[src/rtl/etl_pkg.sv]
// Shared types, token codes and character classes for the expression token lexer.
`timescale 1ns / 1ps

package etl_pkg;

    localparam int CHAR_W  = 8;
    localparam int TYPE_W  = 4;
    localparam int USER_W  = TYPE_W + 2;

    // Token type codes
    localparam logic [TYPE_W-1:0] TOK_SCALAR = 4'd0;
    localparam logic [TYPE_W-1:0] TOK_MATRIX = 4'd1;
    localparam logic [TYPE_W-1:0] TOK_PLUS   = 4'd2;
    localparam logic [TYPE_W-1:0] TOK_MINUS  = 4'd3;
    localparam logic [TYPE_W-1:0] TOK_MULT   = 4'd4;
    localparam logic [TYPE_W-1:0] TOK_DIVIDE = 4'd5;
    localparam logic [TYPE_W-1:0] TOK_LPAREN = 4'd6;
    localparam logic [TYPE_W-1:0] TOK_RPAREN = 4'd7;
    localparam logic [TYPE_W-1:0] TOK_END    = 4'd8;
    localparam logic [TYPE_W-1:0] TOK_ERROR  = 4'd9;

    // Lexer mode codes
    localparam logic [1:0] MODE_IDLE   = 2'd0;
    localparam logic [1:0] MODE_SCALAR = 2'd1;
    localparam logic [1:0] MODE_MATRIX = 2'd2;
    localparam logic [1:0] MODE_DASH   = 2'd3;

    // Characters of interest
    localparam logic [CHAR_W-1:0] CH_LBRACK = 8'h5B;
    localparam logic [CHAR_W-1:0] CH_RBRACK = 8'h5D;
    localparam logic [CHAR_W-1:0] CH_DASH   = 8'h2D;
    localparam logic [CHAR_W-1:0] CH_DOT    = 8'h2E;
    localparam logic [CHAR_W-1:0] CH_PLUS   = 8'h2B;
    localparam logic [CHAR_W-1:0] CH_STAR   = 8'h2A;
    localparam logic [CHAR_W-1:0] CH_SLASH  = 8'h2F;
    localparam logic [CHAR_W-1:0] CH_LPAREN = 8'h28;
    localparam logic [CHAR_W-1:0] CH_RPAREN = 8'h29;
    localparam logic [CHAR_W-1:0] CH_SPACE  = 8'h20;
    localparam logic [CHAR_W-1:0] CH_TAB    = 8'h09;
    localparam logic [CHAR_W-1:0] CH_LF     = 8'h0A;
    localparam logic [CHAR_W-1:0] CH_CR     = 8'h0D;
    localparam logic [CHAR_W-1:0] CH_ZERO   = 8'h30;
    localparam logic [CHAR_W-1:0] CH_NINE   = 8'h39;

    // One result beat
    typedef struct packed {
        logic [TYPE_W-1:0] tok_type;
        logic [CHAR_W-1:0] tok_char;
        logic              tok_first;
        logic              tok_last;
        logic              run_last;
    } t_result;

    function automatic logic is_ws(input logic [CHAR_W-1:0] c);
        return (c == CH_SPACE) || (c == CH_TAB) || (c == CH_LF) || (c == CH_CR);
    endfunction

    function automatic logic is_scalar_char(input logic [CHAR_W-1:0] c);
        return ((c >= CH_ZERO) && (c <= CH_NINE)) || (c == CH_DASH) || (c == CH_DOT);
    endfunction

    function automatic logic is_op(input logic [CHAR_W-1:0] c);
        return (c == CH_PLUS) || (c == CH_DASH) || (c == CH_STAR) || (c == CH_SLASH);
    endfunction

endpackage

[src/rtl/expression_token_lexer.sv]
// Expression token lexer: classifies one character per beat and queues its token beats.
// A character's beats enter the result queue when the next beat is accepted (the end beat's
// own results enter when it is accepted) and are offered from the registered queue head.
// Throughput: one input beat per cycle while the queue holds at most one entry; a beat giving
// more results stalls the input while the four-entry queue drains, longer under back-pressure.
// Reset (synchronous, active low) returns the lexer to idle and empties the queue.
`timescale 1ns / 1ps

module expression_token_lexer (
    input  logic                         i_clk,
    input  logic                         i_rst_n,
    input  logic                         i_s_axis_tvalid,
    output logic                         o_s_axis_tready,
    input  logic [etl_pkg::CHAR_W-1:0]   i_s_axis_tdata,   // [7:0] character
    input  logic                         i_s_axis_tlast,   // end_of_text
    output logic                         o_m_axis_tvalid,
    input  logic                         i_m_axis_tready,
    output logic [etl_pkg::CHAR_W-1:0]   o_m_axis_tdata,   // [7:0] token_char
    output logic [etl_pkg::USER_W-1:0]   o_m_axis_tuser,   // [3:0] token_type, [4] first, [5] last
    output logic                         o_m_axis_tlast    // last_of_run
);
    import etl_pkg::*;

    localparam int QDEPTH = 4;
    localparam int QAW    = $clog2(QDEPTH);
    localparam int MAXRES = 3;

    // Lexer state
    logic [1:0]        r_mode,   n_mode;
    logic [CHAR_W-1:0] r_hchar,  n_hchar;
    logic              r_hvalid, n_hvalid;
    logic [TYPE_W-1:0] r_htype,  n_htype;
    logic              r_hfirst, n_hfirst;
    logic              r_prior,  n_prior;
    logic              r_err,    n_err;

    // Result queue
    t_result           r_q [QDEPTH];
    logic [QAW-1:0]    r_wr_ptr, n_wr_ptr;
    logic [QAW-1:0]    r_rd_ptr, n_rd_ptr;
    logic [QAW:0]      r_count,  n_count;

    t_result           res [MAXRES];
    logic [1:0]        res_cnt;
    logic              accept;
    logic              pop;
    t_result           head;

    assign accept = i_s_axis_tvalid && o_s_axis_tready;
    assign pop    = o_m_axis_tvalid && i_m_axis_tready;
    assign o_s_axis_tready = (r_count <= (QAW+1)'(1));

    // Lexer decision for the current input beat
    always_comb begin
        logic [CHAR_W-1:0] ch;
        logic              fin;
        logic              fresh;
        logic              cont;
        ch    = i_s_axis_tdata;
        fin   = i_s_axis_tlast;
        fresh = 1'b1;
        cont  = 1'b0;

        n_mode   = r_mode;
        n_hchar  = r_hchar;
        n_hvalid = r_hvalid;
        n_htype  = r_htype;
        n_hfirst = r_hfirst;
        n_prior  = r_prior;
        n_err    = r_err;
        res_cnt  = 2'd0;
        for (int i = 0; i < MAXRES; i++) begin
            res[i] = '0;
        end

        if (r_err) begin
            res[res_cnt] = '{TOK_ERROR, ch, 1'b1, 1'b1, 1'b0};
            res_cnt = res_cnt + 2'd1;
        end else begin
            // Release the held character
            if (r_hvalid) begin
                unique case (r_mode)
                    MODE_SCALAR: begin
                        cont = is_scalar_char(ch);
                        res[res_cnt] = '{TOK_SCALAR, r_hchar, r_hfirst, !cont, 1'b0};
                        res_cnt = res_cnt + 2'd1;
                        if (cont) begin
                            n_htype = TOK_SCALAR; n_hchar = ch; n_hfirst = 1'b0;
                            n_hvalid = 1'b1; n_mode = MODE_SCALAR;
                            fresh = 1'b0;
                        end else begin
                            n_hvalid = 1'b0; n_mode = MODE_IDLE;
                        end
                    end
                    MODE_DASH: begin
                        if (is_ws(ch)) begin
                            res[res_cnt] = '{TOK_MINUS, r_hchar, 1'b1, 1'b1, 1'b0};
                            res_cnt = res_cnt + 2'd1;
                            n_hvalid = 1'b0; n_mode = MODE_IDLE;
                        end else begin
                            cont = is_scalar_char(ch);
                            res[res_cnt] = '{TOK_SCALAR, r_hchar, 1'b1, !cont, 1'b0};
                            res_cnt = res_cnt + 2'd1;
                            if (cont) begin
                                n_htype = TOK_SCALAR; n_hchar = ch; n_hfirst = 1'b0;
                                n_hvalid = 1'b1; n_mode = MODE_SCALAR;
                                fresh = 1'b0;
                            end else begin
                                n_hvalid = 1'b0; n_mode = MODE_IDLE;
                            end
                        end
                    end
                    MODE_MATRIX: begin
                        res[res_cnt] = '{TOK_MATRIX, r_hchar, r_hfirst, 1'b0, 1'b0};
                        res_cnt = res_cnt + 2'd1;
                        n_htype = TOK_MATRIX; n_hchar = ch; n_hfirst = 1'b0;
                        n_hvalid = 1'b1;
                        n_mode = (ch == CH_RBRACK) ? MODE_IDLE : MODE_MATRIX;
                        fresh = 1'b0;
                    end
                    default: begin
                        res[res_cnt] = '{r_htype, r_hchar, r_hfirst, 1'b1, 1'b0};
                        res_cnt = res_cnt + 2'd1;
                        n_hvalid = 1'b0; n_mode = MODE_IDLE;
                    end
                endcase
            end

            // Classify a character that starts something new
            if (fresh) begin
                n_hvalid = 1'b0;
                n_mode   = MODE_IDLE;
                n_hchar  = ch;
                n_hfirst = 1'b1;
                priority if (is_ws(ch)) begin
                    n_hchar = r_hchar;
                    n_hfirst = r_hfirst;
                end else if (ch == CH_LBRACK) begin
                    n_htype = TOK_MATRIX; n_hvalid = 1'b1; n_mode = MODE_MATRIX;
                end else if (ch == CH_PLUS) begin
                    n_htype = TOK_PLUS; n_hvalid = 1'b1;
                end else if (ch == CH_STAR) begin
                    n_htype = TOK_MULT; n_hvalid = 1'b1;
                end else if (ch == CH_SLASH) begin
                    n_htype = TOK_DIVIDE; n_hvalid = 1'b1;
                end else if (ch == CH_LPAREN) begin
                    n_htype = TOK_LPAREN; n_hvalid = 1'b1;
                end else if (ch == CH_RPAREN) begin
                    n_htype = TOK_RPAREN; n_hvalid = 1'b1;
                end else if (ch == CH_DASH) begin
                    n_hvalid = 1'b1;
                    if (r_prior) begin
                        n_htype = TOK_SCALAR; n_mode = MODE_DASH;
                    end else begin
                        n_htype = TOK_MINUS;
                    end
                end else if (is_scalar_char(ch)) begin
                    n_htype = TOK_SCALAR; n_hvalid = 1'b1; n_mode = MODE_SCALAR;
                end else begin
                    // Unknown character: error beat, then sticky error
                    n_hchar = r_hchar;
                    n_hfirst = r_hfirst;
                    res[res_cnt] = '{TOK_ERROR, ch, 1'b1, 1'b1, 1'b0};
                    res_cnt = res_cnt + 2'd1;
                    n_err = 1'b1;
                end
            end

            if (!is_ws(ch)) begin
                n_prior = is_op(ch);
            end
        end

        // End of text: flush, end token, back to reset state
        if (fin) begin
            if (!n_err && n_hvalid) begin
                unique case (n_mode)
                    MODE_MATRIX: res[res_cnt] = '{TOK_ERROR, n_hchar, 1'b1, 1'b1, 1'b0};
                    MODE_DASH:   res[res_cnt] = '{TOK_SCALAR, n_hchar, 1'b1, 1'b1, 1'b0};
                    default:     res[res_cnt] = '{n_htype, n_hchar, n_hfirst, 1'b1, 1'b0};
                endcase
                res_cnt = res_cnt + 2'd1;
            end
            res[res_cnt] = '{TOK_END, '0, 1'b1, 1'b1, 1'b0};
            res_cnt = res_cnt + 2'd1;
            n_mode   = MODE_IDLE;
            n_hchar  = '0;
            n_hvalid = 1'b0;
            n_htype  = '0;
            n_hfirst = 1'b0;
            n_prior  = 1'b1;
            n_err    = 1'b0;
        end

        // Mark the final beat of this run
        if (res_cnt != 2'd0) begin
            res[res_cnt - 2'd1].run_last = 1'b1;
        end
    end

    // Queue pointers and occupancy
    always_comb begin
        n_wr_ptr = r_wr_ptr;
        n_rd_ptr = r_rd_ptr;
        n_count  = r_count;
        if (accept) begin
            n_wr_ptr = r_wr_ptr + QAW'(res_cnt);
            n_count  = n_count + (QAW+1)'(res_cnt);
        end
        if (pop) begin
            n_rd_ptr = r_rd_ptr + QAW'(1);
            n_count  = n_count - (QAW+1)'(1);
        end
    end

    // State registers
    always_ff @(posedge i_clk) begin
        if (!i_rst_n) begin
            r_mode   <= MODE_IDLE;
            r_hchar  <= '0;
            r_hvalid <= 1'b0;
            r_htype  <= '0;
            r_hfirst <= 1'b0;
            r_prior  <= 1'b1;
            r_err    <= 1'b0;
            r_wr_ptr <= '0;
            r_rd_ptr <= '0;
            r_count  <= '0;
        end else begin
            if (accept) begin
                r_mode   <= n_mode;
                r_hchar  <= n_hchar;
                r_hvalid <= n_hvalid;
                r_htype  <= n_htype;
                r_hfirst <= n_hfirst;
                r_prior  <= n_prior;
                r_err    <= n_err;
            end
            r_wr_ptr <= n_wr_ptr;
            r_rd_ptr <= n_rd_ptr;
            r_count  <= n_count;
        end
    end

    // Result queue storage
    always_ff @(posedge i_clk) begin
        if (accept) begin
            for (int i = 0; i < MAXRES; i++) begin
                if (2'(i) < res_cnt) begin
                    r_q[r_wr_ptr + QAW'(i)] <= res[i];
                end
            end
        end
    end

    // Output beat from the queue head
    assign head            = r_q[r_rd_ptr];
    assign o_m_axis_tvalid = (r_count != '0);
    assign o_m_axis_tdata  = head.tok_char;
    assign o_m_axis_tuser  = {head.tok_last, head.tok_first, head.tok_type};
    assign o_m_axis_tlast  = head.run_last;

endmodule
[config.mk]
export PLATFORM = sky130hd
export DESIGN_NAME = expression_token_lexer
export DESIGN_NICKNAME = d
export VERILOG_FILES = /design/src/rtl/etl_pkg.sv /design/src/rtl/expression_token_lexer.sv
export SDC_FILE = /design/constraint.sdc
export NUM_CORES = 1
export LEC_CHECK = 0
export ABC_AREA = 0
export BUFFER_PORTS_ARGS = -buffer_cell sky130_fd_sc_hd__buf_4
export CAP_MARGIN = 20
export CORE_MARGIN = 2
export CORE_UTILIZATION = 60
export CTS_CLUSTER_DIAMETER = 60
export CTS_CLUSTER_SIZE = 30
export DETAILED_ROUTE_END_ITERATION = 16
export PLACE_DENSITY = 0.84
export SETUP_SLACK_MARGIN = 0.02
export SYNTH_ARGS = -nofsm -noshare
export SYNTH_HDL_FRONTEND = slang
export SYNTH_SLANG_ARGS = --single-unit
[constraint.sdc]
create_clock -name i_clk -period 7.97 [get_ports i_clk]
set_input_delay 1.9925 -clock i_clk [delete_from_list [all_inputs] [get_ports i_clk]]
set_output_delay 1.9925 -clock i_clk [all_outputs]
set_load 0.05 [all_outputs]
==> run summary <==
Status -> complete, no violations
Synth warnings -> 0
Slew @ Worst Pin -> 1.13 ns
Starting Density -> 0.617
Worst Path Arrival -> 6.61 ns
Post-synthesis mux area share -> 0.0548
Area contributors post-synth -> edfxtp_1, dfxtp_1, mux4_2
DRC Markers -> 0
Drt total wl -> 20600 um
Worst Path Required -> 8.06 ns
Chip Height -> 107 um
WHS -> 0.503 ns
Final setup TNS -> 0 ns
Die Wd -> 107 um
Highest clock rate -> 154 MHz
Synthesis-stage register bit count -> 87
Initial antenna violation count -> 0
Critical path peak fanout -> 13
Max Clock Skew -> 0.0105 ns
DP Wirelength -> 14900 um
Pwr per Cell Area -> 249 nW/um^2
IO Count -> 30
I/O Buffers -> 29
Biggest area consumer among synthesized cells -> edfxtp_1
Total GRT Usage -> 0.362
Worst VDD drop -> 0.161 mV
Final setup vio count -> 0
Simple-gate portion of the synthesized area -> 0.187
Max-cap viol count -> 0
Gr ovfl total -> 0
Post-layout util -> 0.666
Largest net degree at the start of global routing -> 31
Unrepaired setup endpoints after global routing -> no
Syn nets -> 710
Htree depth -> 3
Post-CTS Setup Bufs -> 0
Clock buffer count from CTS -> 9
Mean Syn Cell Area -> 9.26 um^2
# hold bufs at CTS -> 0
Routed length per instance -> 24.9 um
P_leak -> 2.21 nW
Number of clock sinks -> 87
Area grow syn2layout -> 7.95%
Row cnt -> 37
CTS tree -> yes
Clk slew on worst S/H paths -> 0.08 ns
EDFF count, synth -> 60
Synth async-reset ratio -> 0
Pre-CTS setup slack -> 1.24 ns
Final Cell Area -> 6850 um^2
Tmin final -> 6.51 ns
Largest family of logic cells by synthesized area -> compound AO/OA/AOI/OAI gates
Top_reg_cell synth -> edfxtp_1
Via density -> 7.61
Post-CTS resize count -> 0
Max-slew violation count -> 0
Vias in the first global route -> 5796
Synth Area in Adders -> 0.0248
Post-synthesis compound-gate area fraction -> 0.301
Slew margin rel. -> 0.245
Critical path capture point type -> flop
Worst skew pair latency -> 0.37 ns
Ant diodes -> 0
Core box area -> 10300 um^2
Setup CP Type -> primary input to flop
Worst Hold Class -> flop to flop
Setup WS post-layout -> 1.46 ns
Nets@finish -> 711
Final worst-path cycle share -> 0.817
Final Hold Fails -> 0
Type of origin of the critical path -> primary input
Share of layout cells above drive strength 1 -> 0.151
1st-pass router iterations -> 6
Via count -> 6291
Top cell type's share of synthesized area -> 0.284
Post-DP Area -> 6610 um^2
Post-Synthesis Cells -> 685
Placer congestion estimate -> 1.07
Initial DRC Count -> 869
# fillers -> 824
Synth Area in XOR/XNOR -> 0.0138
Clk buf depth -> 2
Routed Antenna Nets -> 0
First-pass GRT wire length -> 31800 um
DIE AREA -> 11400 um^2
Count of cell types in the netlist -> 80
Clock root buffer -> clkbuf_8
Sequential area share after synthesis -> 0.369
Synthesized cell area -> 6340 um^2
worst paths after layout:
kind | to | start | slack [ns] | cells after the start
setup / recovery | r_q[1][3] | i_s_axis_tdata[7] | 1.46 | 16
setup reg to reg | r_q[1][3] | r_mode[0] | 3.02 | 14
hold reg to reg | r_htype[1] | r_htype[1] | 0.50 | 2
hold / removal | r_htype[1] | r_htype[1] | 0.50 | 2
layout by cell type (no fill, tap or decap), types with 15 or more instances in the layout:
master / Yosys / routed
nor3_1: 36 / 36
a21oi_1: 30 / 30
a221o_1: 25 / 25
inv_1: 18 / 18
edfxtp_1: 60 / 60
mux4_2: 15 / 15
o221ai_1: 19 / 19
buf_4: 5 / 41
o21ai_0: 28 / 28
a22oi_1: 23 / 23
dfxtp_1: 27 / 27
nand2_1: 78 / 78
o22ai_1: 15 / 15
nor2_1: 39 / 39
Yosys cell counts (9+ instances only):
| master | instances |
|---|---|
| a211oi_1 | 10 |
| a21o_1 | 11 |
| a21oi_1 | 30 |
| a221o_1 | 25 |
| a22o_1 | 9 |
| a22oi_1 | 23 |
| buf_2 | 14 |
| clkbuf_1 | 29 |
| dfxtp_1 | 27 |
| edfxtp_1 | 60 |
| ha_1 | 11 |
| inv_1 | 18 |
| mux4_2 | 15 |
| nand2_1 | 78 |
| nand2b_1 | 10 |
| nand3_1 | 12 |
| nor2_1 | 39 |
| nor3_1 | 36 |
| o211ai_1 | 10 |
| o21ai_0 | 28 |
| o21ai_1 | 9 |
| o221ai_1 | 19 |
| o22ai_1 | 15 |
final cells by class:
type,count,area (um^2),area share
repair buffers,42,335,0.0490
clock buffers,10,128,0.0186
clock inverters,6,85.1,0.0124
flip-flops and latches,87,2340,0.342
well taps,136,170,0.0248
inverters,22,82.6,0.0121
multi-input cells,524,3710,0.541
worst max-delay path, cell delays in order:
cell	delay [ns]
buf_4	0.16
nor3b_2	0.69
and2_1	0.46
inv_1	0.09
ha_1	0.28
a311o_2	0.39
ha_1	0.30
o21a_1	0.23
ha_1	0.29
nand2_1	0.05
a21boi_1	0.13
buf_4	0.20
inv_2	0.20
nand3_1	0.40
o21ai_2	0.52
o221ai_1	0.20
power by group:
group / internal (mW) / switching [mW]
Clock: 0.176 / 0.163
Sequential: 0.570 / 0.0412
Combinational: 0.265 / 0.490
cells by family after synthesis:
group,Yosys count
AO/OA/AOI/OAI,252
XOR/XNOR,10
adder cells (fa/ha/maj),12
buffers and inverters,74
flip-flops,87
multiplexers,16
AND/OR/NAND/NOR,234
flip-flops by register name, summed over array words and instances (netlist names), named ones only:
| name | flops |
|---|---|
| r_count | 3 |
| r_wr_ptr | 2 |
| r_hfirst | 1 |
| r_err | 1 |
| r_q | 60 |
| r_rd_ptr | 2 |
| r_prior | 1 |
| r_hchar | 8 |
| r_hvalid | 1 |
| r_htype | 4 |
| r_mode | 2 |
per-stage QoR:
step                      instances  total power [mW]
after CTS                       826              1.67
after global placement          810              1.33
after floorplan                 685              1.15
after detailed placement        810              1.35
after global routing            827              1.76
final                           827              1.70
metal layers:
layer,GRT usage,vias to the layer above,part of all wire
li1,-,2716,-
met1,0.479,2898,0.37
met2,0.587,566,0.47
met3,0.0571,111,0.12
met4,0.162,0,0.046
met5,0,-,0
(Power assumes the default switching activity.)
